[config.mk]
export PLATFORM = sky130hd
export DESIGN_NAME = length_prefixed_deframer_top
export DESIGN_NICKNAME = d
export VERILOG_FILES = /design/src/hw/rtl/lpd_pkg.sv /design/src/hw/rtl/lpd_cfg.sv /design/src/hw/rtl/lpd_parser.sv /design/src/hw/rtl/lpd_out_stage.sv /design/src/hw/rtl/length_prefixed_deframer_top.sv
export VERILOG_INCLUDE_DIRS = /design/src /design/src/hw/rtl
export SDC_FILE = /design/constraint.sdc
export NUM_CORES = 1
export LEC_CHECK = 0
export ABC_AREA = 0
export ABC_CLOCK_PERIOD_IN_PS = 7470
export BUFFER_PORTS_ARGS = -buffer_cell sky130_fd_sc_hd__buf_4
export CAP_MARGIN = 10
export CORE_ASPECT_RATIO = 1.75
export CORE_UTILIZATION = 46
export DETAILED_ROUTE_END_ITERATION = 16
export MAX_ROUTING_LAYER = met4
export REMOVE_ABC_BUFFERS = 1
export SKIP_LAST_GASP = 1
export SLEW_MARGIN = 40
export SYNTH_ARGS = -nofsm -noshare
export SYNTH_HDL_FRONTEND = slang
export SYNTH_HIERARCHICAL = 1
export SYNTH_SLANG_ARGS = --single-unit
[constraint.sdc]
create_clock -name i_clk -period 7.47 [get_ports i_clk]
set_input_delay 1.494 -clock i_clk [delete_from_list [all_inputs] [get_ports i_clk]]
set_output_delay 1.494 -clock i_clk [all_outputs]
set_load 0.1 [all_outputs]
[src/hw/rtl/length_prefixed_deframer_top_macros.svh]
// Assertion macros shared by the deframer RTL files.
`ifndef LENGTH_PREFIXED_DEFRAMER_TOP_MACROS_SVH
`define LENGTH_PREFIXED_DEFRAMER_TOP_MACROS_SVH

`ifndef ASSERT_OFF
// Check prop on every rising edge of clk while rst_n is high.
`define LPD_ASSERT(label, clk, rst_n, prop) \
    label: assert property (@(posedge clk) disable iff (!rst_n) prop) \
        else $error("lpd assertion failed");
// Check prop on every rising edge of clk, reset included.
`define LPD_ASSERT_ALWAYS(label, clk, prop) \
    label: assert property (@(posedge clk) prop) \
        else $error("lpd assertion failed");
`else
`define LPD_ASSERT(label, clk, rst_n, prop)
`define LPD_ASSERT_ALWAYS(label, clk, prop)
`endif

`endif

[src/hw/rtl/lpd_pkg.sv]
// Types, constants and the route function of the length-prefixed deframer.
`timescale 1ns / 1ps

package lpd_pkg;

    localparam int unsigned SIZE_LIMIT_W = 17;
    localparam int unsigned ID_W         = 32;
    localparam int unsigned LEN_W        = 32;
    localparam int unsigned REMAIN_W     = 17;
    localparam int unsigned HDR_CNT_W    = 4;
    localparam int unsigned CFG_IDX_W    = 2;
    localparam int unsigned CFG_DATA_W   = 32;

    localparam logic [SIZE_LIMIT_W-1:0] SIZE_LIMIT_RST    = 17'd65536;
    localparam logic [ID_W-1:0]         GATE_ID_LIMIT_RST = 32'd1999;
    localparam logic [ID_W-1:0]         GAME_ID_LOW_RST   = 32'd2000;
    localparam logic [ID_W-1:0]         GAME_ID_LIMIT_RST = 32'd2999;

    // Header byte 7 is the last one; code 8 and up is the body phase.
    localparam logic [HDR_CNT_W-1:0] HDR_LAST = 4'd7;
    localparam logic [HDR_CNT_W-1:0] HDR_BODY = 4'd8;

    typedef enum logic [1:0] {
        KIND_HEADER = 2'd0,
        KIND_BODY   = 2'd1,
        KIND_ERROR  = 2'd2
    } t_kind;

    typedef enum logic [1:0] {
        ROUTE_GATE    = 2'd0,
        ROUTE_GAME    = 2'd1,
        ROUTE_INVALID = 2'd2
    } t_route;

    typedef enum logic [CFG_IDX_W-1:0] {
        CFG_SIZE_LIMIT    = 2'd0,
        CFG_GATE_ID_LIMIT = 2'd1,
        CFG_GAME_ID_LOW   = 2'd2,
        CFG_GAME_ID_LIMIT = 2'd3
    } t_cfg_idx;

    typedef struct packed {
        logic [SIZE_LIMIT_W-1:0] size_limit;
        logic [ID_W-1:0]         gate_id_limit;
        logic [ID_W-1:0]         game_id_low;
        logic [ID_W-1:0]         game_id_limit;
    } t_cfg;

    typedef struct packed {
        t_kind           kind;
        t_route          route;
        logic [ID_W-1:0] message_id;
        logic [LEN_W-1:0] body_length;
        logic [7:0]      data_byte;
        logic            frame_end;
    } t_result;

    // Gate test first, then the game window; anything else is flagged.
    function automatic t_route pick_route(input logic [ID_W-1:0] id, input t_cfg cfg);
        t_route r;
        if (id < cfg.gate_id_limit) begin
            r = ROUTE_GATE;
        end else if (id >= cfg.game_id_low && id < cfg.game_id_limit) begin
            r = ROUTE_GAME;
        end else begin
            r = ROUTE_INVALID;
        end
        return r;
    endfunction

endpackage

[src/hw/rtl/lpd_cfg.sv]
// Configuration register file of the deframer.
`timescale 1ns / 1ps

module lpd_cfg import lpd_pkg::*; (
    input  logic                  i_clk,
    input  logic                  i_rst_n,
    input  logic                  i_cfg_valid,
    output logic                  o_cfg_ready,
    input  logic [CFG_IDX_W-1:0]  i_cfg_index,
    input  logic [CFG_DATA_W-1:0] i_cfg_data,
    output t_cfg                  o_cfg
);

    t_cfg r_cfg;
    t_cfg n_cfg;

    assign o_cfg_ready = 1'b1;
    assign o_cfg       = r_cfg;

    always_comb begin
        n_cfg = r_cfg;
        if (i_cfg_valid) begin
            case (t_cfg_idx'(i_cfg_index))
                CFG_SIZE_LIMIT:    n_cfg.size_limit    = i_cfg_data[SIZE_LIMIT_W-1:0];
                CFG_GATE_ID_LIMIT: n_cfg.gate_id_limit = i_cfg_data;
                CFG_GAME_ID_LOW:   n_cfg.game_id_low   = i_cfg_data;
                CFG_GAME_ID_LIMIT: n_cfg.game_id_limit = i_cfg_data;
                default:           n_cfg = r_cfg;
            endcase
        end
    end

    always_ff @(posedge i_clk) begin
        if (!i_rst_n) begin
            r_cfg.size_limit    <= SIZE_LIMIT_RST;
            r_cfg.gate_id_limit <= GATE_ID_LIMIT_RST;
            r_cfg.game_id_low   <= GAME_ID_LOW_RST;
            r_cfg.game_id_limit <= GAME_ID_LIMIT_RST;
        end else begin
            r_cfg <= n_cfg;
        end
    end

endmodule

[src/hw/rtl/lpd_parser.sv]
// Input register and frame parsing state of the deframer.
`timescale 1ns / 1ps

`include "length_prefixed_deframer_top_macros.svh"

module lpd_parser import lpd_pkg::*; (
    input  logic       i_clk,
    input  logic       i_rst_n,
    input  t_cfg       i_cfg,
    input  logic       i_in_valid,
    output logic       o_in_ready,
    input  logic [7:0] i_in_byte,
    input  logic       i_res_ready,
    output logic       o_res_valid,
    output t_result    o_res
);

    logic                 r_in_valid;
    logic [7:0]           r_in_byte;
    logic [HDR_CNT_W-1:0] r_hdr_count, n_hdr_count;
    logic [LEN_W-1:0]     r_length, n_length;
    logic [ID_W-1:0]      r_id, n_id;
    logic [REMAIN_W-1:0]  r_remain, n_remain;
    t_route               r_route, n_route;
    logic                 r_closed, n_closed;

    logic    advance;
    logic    res_valid;
    t_result res;

    // Advance the held byte once the result side can take whatever it makes.
    assign advance     = r_in_valid & i_res_ready;
    assign o_in_ready  = ~r_in_valid | i_res_ready;
    assign o_res_valid = advance & res_valid;
    assign o_res       = res;

    always_comb begin
        n_hdr_count = r_hdr_count;
        n_length    = r_length;
        n_id        = r_id;
        n_remain    = r_remain;
        n_route     = r_route;
        n_closed    = r_closed;
        res_valid   = 1'b0;
        res.kind        = KIND_HEADER;
        res.route       = r_route;
        res.message_id  = r_id;
        res.body_length = r_length;
        res.data_byte   = 8'd0;
        res.frame_end   = 1'b0;

        if (r_closed) begin
            // drop every byte until reset
            n_closed = 1'b1;
        end else if (!r_hdr_count[HDR_CNT_W-1]) begin
            // header: bytes 0..3 are the length, 4..7 the id, little endian
            if (!r_hdr_count[2]) begin
                n_length[{r_hdr_count[1:0], 3'b000} +: 8] = r_in_byte;
            end else begin
                n_id[{r_hdr_count[1:0], 3'b000} +: 8] = r_in_byte;
            end
            n_hdr_count = r_hdr_count + 4'd1;
            if (r_hdr_count == HDR_LAST) begin
                res_valid       = 1'b1;
                res.route       = pick_route(n_id, i_cfg);
                n_route         = res.route;
                res.message_id  = n_id;
                res.body_length = n_length;
                if (n_length >= {{(LEN_W-SIZE_LIMIT_W){1'b0}}, i_cfg.size_limit}) begin
                    n_closed = 1'b1;
                    res.kind = KIND_ERROR;
                end else if (n_length == '0) begin
                    n_hdr_count   = '0;
                    n_remain      = '0;
                    res.frame_end = 1'b1;
                end else begin
                    n_remain = n_length[REMAIN_W-1:0];
                end
            end
        end else if (r_remain == '0) begin
            // body phase with nothing left: restart a header with this byte
            n_length    = {{(LEN_W-8){1'b0}}, r_in_byte};
            n_hdr_count = 4'd1;
        end else begin
            n_remain      = r_remain - 17'd1;
            res_valid     = 1'b1;
            res.kind      = KIND_BODY;
            res.data_byte = r_in_byte;
            res.frame_end = (r_remain == 17'd1);
            if (r_remain == 17'd1) begin
                n_hdr_count = '0;
            end
        end
    end

    always_ff @(posedge i_clk) begin
        if (!i_rst_n) begin
            r_in_valid  <= 1'b0;
            r_hdr_count <= '0;
            r_length    <= '0;
            r_id        <= '0;
            r_remain    <= '0;
            r_route     <= ROUTE_GATE;
            r_closed    <= 1'b0;
        end else begin
            if (o_in_ready) begin
                r_in_valid <= i_in_valid;
            end
            if (advance) begin
                r_hdr_count <= n_hdr_count;
                r_length    <= n_length;
                r_id        <= n_id;
                r_remain    <= n_remain;
                r_route     <= n_route;
                r_closed    <= n_closed;
            end
        end
    end

    always_ff @(posedge i_clk) begin
        if (o_in_ready && i_in_valid) begin
            r_in_byte <= i_in_byte;
        end
    end

    `LPD_ASSERT(a_closed_sticks, i_clk, i_rst_n, r_closed |=> r_closed)
    `LPD_ASSERT(a_hdr_count_range, i_clk, i_rst_n, r_hdr_count <= HDR_BODY)
    `LPD_ASSERT(a_body_has_bytes, i_clk, i_rst_n, (!r_closed && r_hdr_count == HDR_BODY) |-> (r_remain != '0))
    `LPD_ASSERT(a_error_closes, i_clk, i_rst_n,
        (o_res_valid && o_res.kind == KIND_ERROR) |=> r_closed)

endmodule

[src/hw/rtl/lpd_out_stage.sv]
// Output register of the deframer, packing results onto the master stream.
`timescale 1ns / 1ps

`include "length_prefixed_deframer_top_macros.svh"

module lpd_out_stage import lpd_pkg::*; (
    input  logic        i_clk,
    input  logic        i_rst_n,
    input  logic        i_res_valid,
    output logic        o_res_ready,
    input  t_result     i_res,
    output logic        m_axis_tvalid,
    input  logic        m_axis_tready,
    output logic [71:0] m_axis_tdata,
    output logic [3:0]  m_axis_tuser,
    output logic        m_axis_tlast
);

    logic    r_valid;
    t_result r_res;

    assign o_res_ready   = ~r_valid | m_axis_tready;
    assign m_axis_tvalid = r_valid;
    assign m_axis_tdata  = {r_res.data_byte, r_res.body_length, r_res.message_id};
    assign m_axis_tuser  = {r_res.route, r_res.kind};
    assign m_axis_tlast  = r_res.frame_end;

    always_ff @(posedge i_clk) begin
        if (!i_rst_n) begin
            r_valid <= 1'b0;
        end else if (o_res_ready) begin
            r_valid <= i_res_valid;
        end
    end

    always_ff @(posedge i_clk) begin
        if (o_res_ready && i_res_valid) begin
            r_res <= i_res;
        end
    end

    `LPD_ASSERT(a_no_push_when_full, i_clk, i_rst_n, i_res_valid |-> o_res_ready)
    `LPD_ASSERT(a_held_kind_valid, i_clk, i_rst_n, r_valid |-> (r_res.kind != 2'd3))
    `LPD_ASSERT(a_error_has_no_end, i_clk, i_rst_n,
        (r_valid && r_res.kind == KIND_ERROR) |-> !r_res.frame_end)

endmodule

[src/hw/rtl/length_prefixed_deframer_top.sv]
// Throughput is one stream byte per clock while the consumer keeps up: a byte sits in the input
// register while the header/body counter and the id and length compares settle,
// and the resulting transaction lands in the output register, which drives the
// output stream. Each frame is an 8-byte header
// (32-bit little-endian body length, then 32-bit little-endian message id)
// followed by the body; the eighth header byte yields a header transaction with
// the route, each body byte yields a body transaction, the last one with tlast.
// A length at or above size_limit yields an error transaction and all later
// bytes are dropped until reset. Input and output readiness are tied through the
// two registers only: a stalled consumer leaves one result in the output register
// and one byte in the input register before s_axis_tready drops, and header bytes
// also wait for room at the output even though they yield nothing. Configuration
// writes are taken every cycle and belong to idle periods.
`timescale 1ns / 1ps

module length_prefixed_deframer_top import lpd_pkg::*; (
    input  logic                  i_clk,
    input  logic                  i_rst_n,
    // stream input
    input  logic                  s_axis_tvalid,
    output logic                  s_axis_tready,
    input  logic [7:0]            s_axis_tdata,   // [7:0] stream_byte
    // stream output
    output logic                  m_axis_tvalid,
    input  logic                  m_axis_tready,
    output logic [71:0]           m_axis_tdata,   // [31:0] message_id, [63:32] body_length,
                                                  // [71:64] data_byte
    output logic [3:0]            m_axis_tuser,   // [1:0] kind, [3:2] route
    output logic                  m_axis_tlast,   // frame_end
    // configuration writes
    input  logic                  i_cfg_valid,
    output logic                  o_cfg_ready,
    input  logic [CFG_IDX_W-1:0]  i_cfg_index,
    input  logic [CFG_DATA_W-1:0] i_cfg_data
);

    t_cfg    cfg;
    logic    res_valid;
    logic    res_ready;
    t_result res;

    lpd_cfg u_cfg (
        .i_clk       (i_clk),
        .i_rst_n     (i_rst_n),
        .i_cfg_valid (i_cfg_valid),
        .o_cfg_ready (o_cfg_ready),
        .i_cfg_index (i_cfg_index),
        .i_cfg_data  (i_cfg_data),
        .o_cfg       (cfg)
    );

    lpd_parser u_parser (
        .i_clk       (i_clk),
        .i_rst_n     (i_rst_n),
        .i_cfg       (cfg),
        .i_in_valid  (s_axis_tvalid),
        .o_in_ready  (s_axis_tready),
        .i_in_byte   (s_axis_tdata),
        .i_res_ready (res_ready),
        .o_res_valid (res_valid),
        .o_res       (res)
    );

    lpd_out_stage u_out (
        .i_clk         (i_clk),
        .i_rst_n       (i_rst_n),
        .i_res_valid   (res_valid),
        .o_res_ready   (res_ready),
        .i_res         (res),
        .m_axis_tvalid (m_axis_tvalid),
        .m_axis_tready (m_axis_tready),
        .m_axis_tdata  (m_axis_tdata),
        .m_axis_tuser  (m_axis_tuser),
        .m_axis_tlast  (m_axis_tlast)
    );

endmodule

# Word level (Yosys, flattened, before mapping)
# Cells that the tools add are included.
[classes]
addsub = 3
shift = 2
magnitude_cmp = 4
n_eq_ne = 9
mux = 43
bitwise_logic = 8
n_reduce_logical = 18
[ops]
columns = ["op", "count"]
rows = [
  ["$mux W32", 8],
  ["$mux W17", 5],
  ["$mux W75", 1],
  ["$mux W68", 1],
  ["$mux W66", 1],
  ["$bwmux W32", 2],
  ["$lt A32 B32 Y1", 2],
  ["$ge A32 B17 Y1", 1],
  ["$ge A32 B32 Y1", 1],
  ["$logic_not A32 Y1", 1],
  ["$shift A8 B7 Y32 const A", 1],
  ["$shiftx A8 B7 Y32", 1],
  ["$mux W4", 6],
  ["$eq A17 B1 Y1 const B", 1],
  ["$logic_not A17 Y1", 1],
  ["$sub A17 B1 Y17 const B", 1],
  ["$mux W1", 13],
  ["$reduce_and A2 Y1", 5],
  ["$mux W9", 1],
  ["$reduce_and A3 Y1", 3],
  ["$mux W2", 4],
  ["$mux W8", 1],
  ["$neg A5 Y7", 1],
  ["$reduce_and A5 Y1", 1],
  ["other kinds (15)", 24],
]
[word_totals]
wordCells = 107
register_bits = 288
inputBits = 47
out_inout_bits = 80

# Longest topological paths before layout
# Gate-level depths: netlist of run 1.
[depth]
word_depth = 13
mapped_depth = 17
depth_no_buf = 15

# Hierarchy
# The synthesis of run 1 kept the hierarchy.
[by_module_without_submodules]
columns = ["module", "cells_per_inst", "seq_area_each_um2", "instances", "area_each_um2"]
rows = [
  ["lpd_parser", 1160, 2021.9, 1, 8433.1],
  ["lpd_cfg", 424, 2262.2, 1, 4344.2],
  ["lpd_out_stage", 82, 2332.2, 1, 2369.8],
]

# Worst setup path before layout of run 1
# OpenSTA, ideal clock, no wires.
[synth_path]
path_kind = "register to register"
start = "register u_parser.r_hdr_count[0]"
end = "register u_out.r_res (netlist bit u_out/m_axis_tuser[3]) (data pin)"
synth_period_minus_slack_ns = 4.105
n_path_buf = 2
setup_time_ns = 0.260
slack_ns = 3.365
stages_incl_launch_ff = 17
arrival_ns = 3.846
cell_sequence = "dfxtp_1 -> buf_2 -> inv_1 -> ha_1 -> or3b_2 -> clkbuf_1 -> nor2_1 -> a22oi_1 -> inv_1 -> ha_1 -> a21oi_1 -> o21ai_0 -> a221oi_1 -> o2111ai_1 -> a311o_1 -> a21boi_0 -> mux2_2"
[synth_rtl]
columns = ["element", "line_no", "source"]
rows = [
  ["start, declared", "lpd_parser.sv:20", "logic [HDR_CNT_W-1:0] r_hdr_count, n_hdr_count;"],
  ["start signal, assigned", "lpd_parser.sv:110", "r_hdr_count <= n_hdr_count;"],
  ["end signal, assigned", "lpd_out_stage.sv:38", "r_res <= i_res;"],
  ["end, declared", "lpd_out_stage.sv:20", "t_result r_res;"],
]

==> results.sh, run 1 <==
export IMPL_min_period_ns=5.31
export IMPL_yosys_warnings=6
export IMPL_hold_class="reg -> reg"
export IMPL_drive_gt1_share_pct=12.9
export IMPL_post_dp_hpwl_um=31400
export IMPL_clock_power_share_pct=40.7
export IMPL_vdd_drop_max_mv=0.199
export IMPL_seqCellArea_mm2=0.00662
export IMPL_io_buffers=125
export IMPL_final_common_cell="nand2_1"
export IMPL_hold_violations=0
export IMPL_worstSetupStartpoint="u_parser/r_hdr_count[0]$_SDFFE_PN0P_"
export IMPL_r2r_start="u_parser/r_hdr_count[0]$_SDFFE_PN0P_"
export IMPL_avgSynthCellArea_um2=9.09
export IMPL_end_kind="flip-flop"
export IMPL_rsz0062_at_grt="false"
export IMPL_seqPwrFrac_pct=46.4
export IMPL_clk_path_buf_depth=3
export IMPL_switching_power_w=0.000940
export IMPL_cts_resized_gates=0
export IMPL_fin_area_mm2=0.0172
export IMPL_die_area_mm2=0.0337
export IMPL_synthFlopType="dfxtp_1"
export IMPL_cts_sinks=288
export IMPL_synthCells=1666
export IMPL_cts_clk_slew_worst_paths_ns=0.06
export IMPL_detail_route_antenna_nets=0
export IMPL_grt_pass1_vias=11900
export IMPL_cts_root_buf="clkbuf_16"
export IMPL_path_max_fanout=19
export IMPL_drc=3
export IMPL_holdWs_ns=0.437
export IMPL_nNetsFinal=1888
export IMPL_multi_input_area_mm2=0.00735
export IMPL_p_comb_share_pct=12.9
export IMPL_fin_skew_ns=0.00964
export IMPL_most_common_layout_cells="213 x nand2_1, 203 x dfxtp_1, 166 x inv_1"
export IMPL_core_mm2=0.0323
export IMPL_vias_per_cell=5.62
export IMPL_cap_violations=0
export IMPL_cp_cell_sequence="inv_1 > ha_1 > or3b_2 > nor2_1 > a22oi_1 > inv_1 > ha_1 > a21oi_1 > o21ai_0 > a221oi_1 > o2111ai_1 > a311o_1 > a21boi_0 > mux2_2"
export IMPL_yosysSeqAreaShare_pct=43.7
export IMPL_slowest_stage="dfxtp_1"
export IMPL_overflow=0
export IMPL_finalPower_w=0.00360
export IMPL_synthArstFlopShare_pct=0
export IMPL_start_kind="flip-flop"
export IMPL_crit_required_ns=7.77
export IMPL_cp_top_family="compound AO/OA/AOI/OAI gates"
export IMPL_maxSlewViolCount=0
export IMPL_place_area_mm2=0.0162
export IMPL_grt_max_degree=137
export IMPL_status="finished with violations"
export IMPL_drt_wirelength_per_cell_um=20.0
export IMPL_finalSetupViolations=0
export IMPL_fin_crit_sh_pct=71.1
export IMPL_first_pass_iters=11
export IMPL_antenna_found_initial=0
export IMPL_synth_edf_count=85
export IMPL_diodes=0
export IMPL_relSlewSlack_pct=38.0
export IMPL_clock_latency_ns=0.55
export IMPL_crit_path_end="u_out/m_axis_tuser[3]$_DFFE_PP_"
export IMPL_slowest_delay_ns=0.67
export IMPL_synthToLayoutAreaGrowth_pct=13.4
export IMPL_initial_core_util_pct=46.9
export IMPL_wl_um=42900
export IMPL_worstPathArrival_ns=5.61
export IMPL_fillerInstances=2981
export IMPL_p_leak_nw=7.38
export IMPL_worst_path_buf_inv=2
export IMPL_r2r_end="u_out/m_axis_tuser[3]$_DFFE_PP_"
export IMPL_fmax_mhz=188
export IMPL_postCtsSetupRepairBufs=0
export IMPL_worstRegToRegCells=14
export IMPL_switching_share_pct=26.1
export IMPL_postLayoutCoreUtil_pct=53.1
export IMPL_die_w_um=139
export IMPL_p_per_area_mw_per_mm2=210
export IMPL_ys_ff_latch=288
export IMPL_regToRegSetupSlack_ns=2.16
export IMPL_globalplace_congestion=0.984
export IMPL_drt_iter0_drc=706
export IMPL_vias=12000
export IMPL_ctsHoldBuffers=0
export IMPL_syn_area_mm2=0.0151
export IMPL_tns_ns=0
export IMPL_die_h_um=242
export IMPL_ys_types=76
export IMPL_intPower_w=0.00266
export IMPL_critical_path_class="reg -> reg"
export IMPL_grt_first_pass_wirelength_um=66100
export IMPL_crit_cells=14
export IMPL_worst_pin_slew_ns=0.927
export IMPL_cts_buffers_inserted=29
export IMPL_track_usage_pct=26.1
export IMPL_ios=127
export IMPL_violations="DRC"
export IMPL_cts_htree_levels=1
export IMPL_tritoncts="done"
export IMPL_rows=87
## per-layer routing
layer / GRT usage, % / routed length (um)
met1: 28.1 / 16300
met2: 47.0 / 22600
met3: 2.57 / 1730
met4: 13.4 / 2260
met5: - / 0
## sequential cells by signal, summed over array words and instances, names as in the netlist
| signal | flops |
|---|---|
| u_cfg/o_cfg | 113 |
| u_out/m_axis_tdata | 72 |
| u_parser/r_id | 32 |
| u_parser/r_length | 32 |
| u_parser/r_remain | 17 |
| u_parser/r_in_byte | 8 |
| u_out/m_axis_tuser | 4 |
| u_parser/r_hdr_count | 4 |
| u_parser/r_route | 2 |
| u_out/m_axis_tlast | 1 |
| u_out/m_axis_tvalid | 1 |
| u_parser/r_closed | 1 |
| u_parser/r_in_valid | 1 |
## worst reg2reg max path, delay by kind of cell, from the launching register on
family | cells | cell delay, ns
compound gates | 7 | 1.73
fa+ha+maj | 2 | 0.84
buf+inv | 2 | 0.36
flops | 1 | 0.67
mux | 1 | 0.28
simple gates | 2 | 1.18
## kinds of logic (layout without fill, tap and decap cells)
| kind of cell | count (synthesis) | in the layout | synth area share [%] |
|---|---|---|---|
| buf+inv | 290 | 368 | 8.00 |
| fa+ha+maj | 119 | 119 | 9.83 |
| compound gates | 315 | 315 | 13.5 |
| other cells | 1 | 1 | 0.0248 |
| mux | 125 | 125 | 8.33 |
| simple gates | 528 | 528 | 16.7 |
| flops | 288 | 288 | 43.7 |
## cells in the mapped netlist, types with 4 or more instances
master / number / share of area [%]
a21boi_0: 4 / 0.20
edfxtp_1: 85 / 17
mux2_2: 4 / 0.30
nand4b_1: 5 / 0.29
nand2_1: 213 / 5.3
buf_6: 11 / 0.82
ha_1: 119 / 9.8
a211oi_1: 35 / 1.7
a22oi_1: 39 / 1.9
nor4_1: 11 / 0.45
buf_4: 5 / 0.25
nor3_1: 14 / 0.46
o2bb2ai_1: 5 / 0.29
or4_1: 5 / 0.25
nand2b_1: 9 / 0.37
buf_1: 8 / 0.20
a21oi_1: 83 / 2.7
and3_1: 12 / 0.50
o22ai_1: 11 / 0.45
buf_2: 17 / 0.56
nand3b_1: 12 / 0.59
nand4_1: 24 / 0.99
o211ai_1: 13 / 0.64
o31a_1: 4 / 0.23
a21o_1: 7 / 0.35
mux2i_1: 120 / 7.9
nand3_1: 24 / 0.79
dfxtp_1: 203 / 27
and2_1: 12 / 0.50
nor2b_1: 35 / 1.4
inv_1: 166 / 4.1
o21ai_0: 68 / 2.2
clkbuf_1: 82 / 2.0
nor3b_1: 5 / 0.25
nor2_1: 123 / 3.0
a211o_1: 4 / 0.23
## cell type report
cell class | count | share of cell area [%]
multi-input cells | 1088 | 42.8
inverters | 167 | 3.65
flip-flops and latches | 288 | 38.5
well taps | 400 | 2.91
clock buffers | 35 | 4.54
repair buffers | 148 | 6.55
clock inverters | 18 | 1.02
## metrics by stage
step / std cells / worst slack [ns]
3_3_place_gp: 2090 / 2.43
6_report: 2144 / 2.16
2_1_floorplan: 1543 / 2.93
4_1_cts: 2143 / 2.23
5_1_grt: 2144 / 1.80
3_5_place_dp: 2090 / 2.24
## power by group through the flow
| stage | clock, W | sequential, W | combinational (W) |
|---|---|---|---|
| 3_5_place_dp | 0 | 0.00171 | 0.000462 |
| 2_1_floorplan | 0 | 0.00170 | 0.000285 |
| 4_1_cts | 0.00150 | 0.00167 | 0.000465 |
| 5_1_grt | 0.00156 | 0.00168 | 0.000513 |
| 6_report | 0.00147 | 0.00167 | 0.000465 |
| 3_3_place_gp | 0 | 0.00170 | 0.000457 |
## how the worst min path moves through the flow
stage	from	endpoint	slack, ns	depth (start not counted)
final	u_parser/r_length[4]$_SDFFE_PN0P_	u_out/m_axis_tdata[36]$_DFFE_PP_	0.44	0
after detailed placement	u_parser/r_length[4]$_SDFFE_PN0P_	u_out/m_axis_tdata[36]$_DFFE_PP_	0.43	0
after CTS	u_parser/r_length[4]$_SDFFE_PN0P_	u_out/m_axis_tdata[36]$_DFFE_PP_	0.44	0
after global routing	u_parser/r_length[4]$_SDFFE_PN0P_	u_out/m_axis_tdata[36]$_DFFE_PP_	0.45	0
after global placement	u_parser/r_length[4]$_SDFFE_PN0P_	u_out/m_axis_tdata[36]$_DFFE_PP_	0.42	0
after floorplan	u_parser/r_length[4]$_SDFFE_PN0P_	u_out/m_axis_tdata[36]$_DFFE_PP_	0.41	0
Note: power is estimated with default switching activity, not from simulation.
==> run 2: changes to the inputs <==
--- a/config.mk
+++ b/config.mk
@@ -6,14 +6,15 @@
 export SDC_FILE = /design/constraint.sdc
 export NUM_CORES = 1
 export LEC_CHECK = 0
-export ABC_AREA = 0
-export ABC_CLOCK_PERIOD_IN_PS = 7470
+export ABC_AREA = 1
+export ABC_CLOCK_PERIOD_IN_PS = 4600
 export BUFFER_PORTS_ARGS = -buffer_cell sky130_fd_sc_hd__buf_4
 export CAP_MARGIN = 10
 export CORE_ASPECT_RATIO = 1.75
 export CORE_UTILIZATION = 46
 export DETAILED_ROUTE_END_ITERATION = 16
 export MAX_ROUTING_LAYER = met4
+export PLACE_DENSITY = 0.66
 export REMOVE_ABC_BUFFERS = 1
 export SKIP_LAST_GASP = 1
 export SLEW_MARGIN = 40
==> constraint.sdc (replaced) <==
create_clock -name i_clk -period 4.6 [get_ports i_clk]
set_input_delay 0.92 -clock i_clk [delete_from_list [all_inputs] [get_ports i_clk]]
set_output_delay 0.92 -clock i_clk [all_outputs]
set_load 0.1 [all_outputs]
==> run 2 against run 1 <==
The flow now finishes without violations. Worst setup slack worse by 1.6 ns. Area after synthesis is 3.8% higher. Maximum frequency is 30% higher. Wire length is 0.31% higher. Clock skew is 0.010 ns higher. Clock power is 60% higher. Critical path type unchanged. Critical endpoint is now u_out/m_axis_tuser[2]$_DFFE_PP_. Highest routed layer unchanged.
==> results.sh, run 2 <==
export IMPL_yosys_warnings=6
export IMPL_start_kind="flip-flop"
export IMPL_fin_area_mm2=0.0178
export IMPL_diodes=0
export IMPL_vdd_drop_max_mv=0.236
export IMPL_globalplace_congestion=0.916
export IMPL_rows=89
export IMPL_critical_path_class="reg -> reg"
export IMPL_intPower_w=0.00437
export IMPL_synthCells=2174
export IMPL_die_w_um=142
export IMPL_synth_top_family_by_area="simple AND/OR/NAND/NOR gates"
export IMPL_io_buffers=125
export IMPL_place_area_mm2=0.0169
export IMPL_track_usage_pct=25.7
export IMPL_cts_sinks=288
export IMPL_cts_clk_slew_worst_paths_ns=0.07
export IMPL_drive_gt1_share_pct=10.3
export IMPL_worstRegToRegCells=16
export IMPL_switching_power_w=0.00167
export IMPL_slowest_delay_ns=0.62
export IMPL_p_per_area_mw_per_mm2=338
export IMPL_final_common_cell="nand2_1"
export IMPL_ys_ff_latch=288
export IMPL_synthFlopType="dfxtp_1"
export IMPL_synthMuxAreaShare_pct=0
export IMPL_status="finished clean"
export IMPL_die_h_um=247
export IMPL_cts_buffers_inserted=28
export IMPL_fillerInstances=3328
export IMPL_hold_violations=0
export IMPL_antenna_found_initial=0
export IMPL_finalSetupViolations=0
export IMPL_wl_um=43000
export IMPL_ios=127
export IMPL_cts_resized_gates=0
export IMPL_switching_share_pct=27.6
export IMPL_cp_top_family="simple AND/OR/NAND/NOR gates"
export IMPL_grt_first_pass_wirelength_um=67800
export IMPL_drt_wirelength_per_cell_um=15.9
export IMPL_cp_cell_sequence="inv_1 > ha_1 > nor2_1 > buf_4 > nand2_1 > o21ai_0 > ha_1 > nand2_1 > inv_1 > nand3_1 > nor4_1 > nand4_1 > nor3_1 > a21oi_1 > nand2_1 > a21oi_1"
export IMPL_clock_power_share_pct=39.0
export IMPL_synthToLayoutAreaGrowth_pct=13.5
export IMPL_min_period_ns=4.09
export IMPL_clk_path_buf_depth=3
export IMPL_core_mm2=0.0336
export IMPL_nNetsFinal=2401
export IMPL_yosysSeqAreaShare_pct=42.1
export IMPL_avgSynthCellArea_um2=7.23
export IMPL_die_area_mm2=0.0349
export IMPL_yosys_area_share_adder_pct=9.47
export IMPL_most_common_layout_cells="507 x nand2_1, 352 x inv_1, 258 x nor2_1"
export IMPL_synth_compound_area_share_pct=11.6
export IMPL_postCtsSetupRepairBufs=0
export IMPL_first_pass_iters=5
export IMPL_ys_types=42
export IMPL_vias_per_cell=5.05
export IMPL_netlist_area_leader_share_pct=25.9
export IMPL_synthArstFlopShare_pct=0
export IMPL_synth_simple_gate_area_share_pct=24.4
export IMPL_detail_route_antenna_nets=0
export IMPL_initial_core_util_pct=46.7
export IMPL_overflow=0
export IMPL_tritoncts="done"
export IMPL_synth_largest_area_cell="dfxtp_1"
export IMPL_grt_max_degree=77
export IMPL_crit_required_ns=4.91
export IMPL_grt_pass1_vias=13100
export IMPL_cap_violations=0
export IMPL_fin_skew_ns=0.0197
export IMPL_clock_latency_ns=0.57
export IMPL_synth_commonest_cells="507 x nand2_1, 352 x inv_1, 259 x nor2_1"
export IMPL_crit_cells=16
export IMPL_fmax_mhz=245
export IMPL_drt_iter0_drc=899
export IMPL_syn_area_mm2=0.0157
export IMPL_p_leak_nw=8.60
export IMPL_post_dp_hpwl_um=31800
export IMPL_maxSlewViolCount=0
export IMPL_seqPwrFrac_pct=45.7
export IMPL_fin_crit_sh_pct=88.9
export IMPL_synth_edf_count=85
export IMPL_regToRegSetupSlack_ns=0.51
export IMPL_cts_htree_levels=1
export IMPL_ctsHoldBuffers=0
export IMPL_hold_class="reg -> reg"
export IMPL_hold_depth=0
export IMPL_synth_xor_area_share_pct=0.223
export IMPL_synthMostInstantiatedCell="nand2_1"
export IMPL_drc=0
export IMPL_path_max_fanout=5
export IMPL_worstPathArrival_ns=4.40
export IMPL_slowest_stage="nor4_1"
export IMPL_rsz0062_at_grt="false"
export IMPL_worst_pin_slew_ns=0.833
export IMPL_p_comb_share_pct=15.3
export IMPL_vias=13700
export IMPL_tns_ns=0
export IMPL_end_kind="flip-flop"
export IMPL_largest_register_ffs=113
export IMPL_worst_path_buf_inv=3
export IMPL_worst_path_most_repeated_cell="nand2_1"
export IMPL_cts_root_buf="clkbuf_16"
export IMPL_relSlewSlack_pct=44.5
export IMPL_yosys_top_cells_area="dfxtp_1 26%, edfxtp_1 16%, nand2_1 12%"
-- run 2: power by group through the flow --
stage	logic [W]	registers, W	clock network, W
2_1_floorplan	0.000593	0.00279	0
3_3_place_gp	0.000895	0.00281	0
3_5_place_dp	0.000914	0.00281	0
4_1_cts	0.000920	0.00276	0.00240
5_1_grt	0.00105	0.00277	0.00250
6_report	0.000923	0.00276	0.00235
-- run 2: final timing paths --
check | end | start
min reg2reg | u_out/m_axis_tdata[37]$_DFFE_PP_ | u_parser/r_length[5]$_SDFFE_PN0P_
max | u_out/m_axis_tuser[2]$_DFFE_PP_ | u_parser/r_hdr_count[1]$_SDFFE_PN0P_
min | u_out/m_axis_tdata[37]$_DFFE_PP_ | u_parser/r_length[5]$_SDFFE_PN0P_
max reg2reg | u_out/m_axis_tuser[2]$_DFFE_PP_ | u_parser/r_hdr_count[1]$_SDFFE_PN0P_
-- run 2: per-stage QoR --
stage	std cells	total power [W]	hold WS (ns)	worst slack [ns]	util (%)
finish	2711	0.00603	0.437	0.512	53.0
floorplan	2052	0.00338	0.408	-2.76	-
global placement	2660	0.00371	0.418	0.686	50.3
CTS	2711	0.00608	0.441	0.582	53.0
detailed placement	2660	0.00373	0.426	0.569	50.3
global route	2711	0.00631	0.456	0.284	53.0
-- run 2: layout make-up --
type	count	area [um2]	share of cell area (%)
clock inverter	14	139	0.779
timing repair buffer	153	1150	6.44
inverter	361	1360	7.60
clock buffer	37	786	4.41
sequential	288	6620	37.1
multi-input combinational	1403	7220	40.5
tap	455	569	3.19
-- run 2: cells by family (layout without fill, tap and decap cells) --
family / count (synthesis) / after routing
AND/OR/NAND/NOR: 929 / 929
buffers and inverters: 483 / 565
other: 1 / 1
XOR/XNOR: 4 / 4
adder cells (fa/ha/maj): 119 / 119
flip-flops: 288 / 288
AO/OA/AOI/OAI: 350 / 350
-- run 2: layer usage --
layer	global-route usage, %	vias to the layer above	part of all wire [%]
met5	-	-	0
met4	14.4	0	5.6
li1	-	6987	-
met2	46.8	338	52
met1	27.0	6246	39
met3	2.31	113	3.6
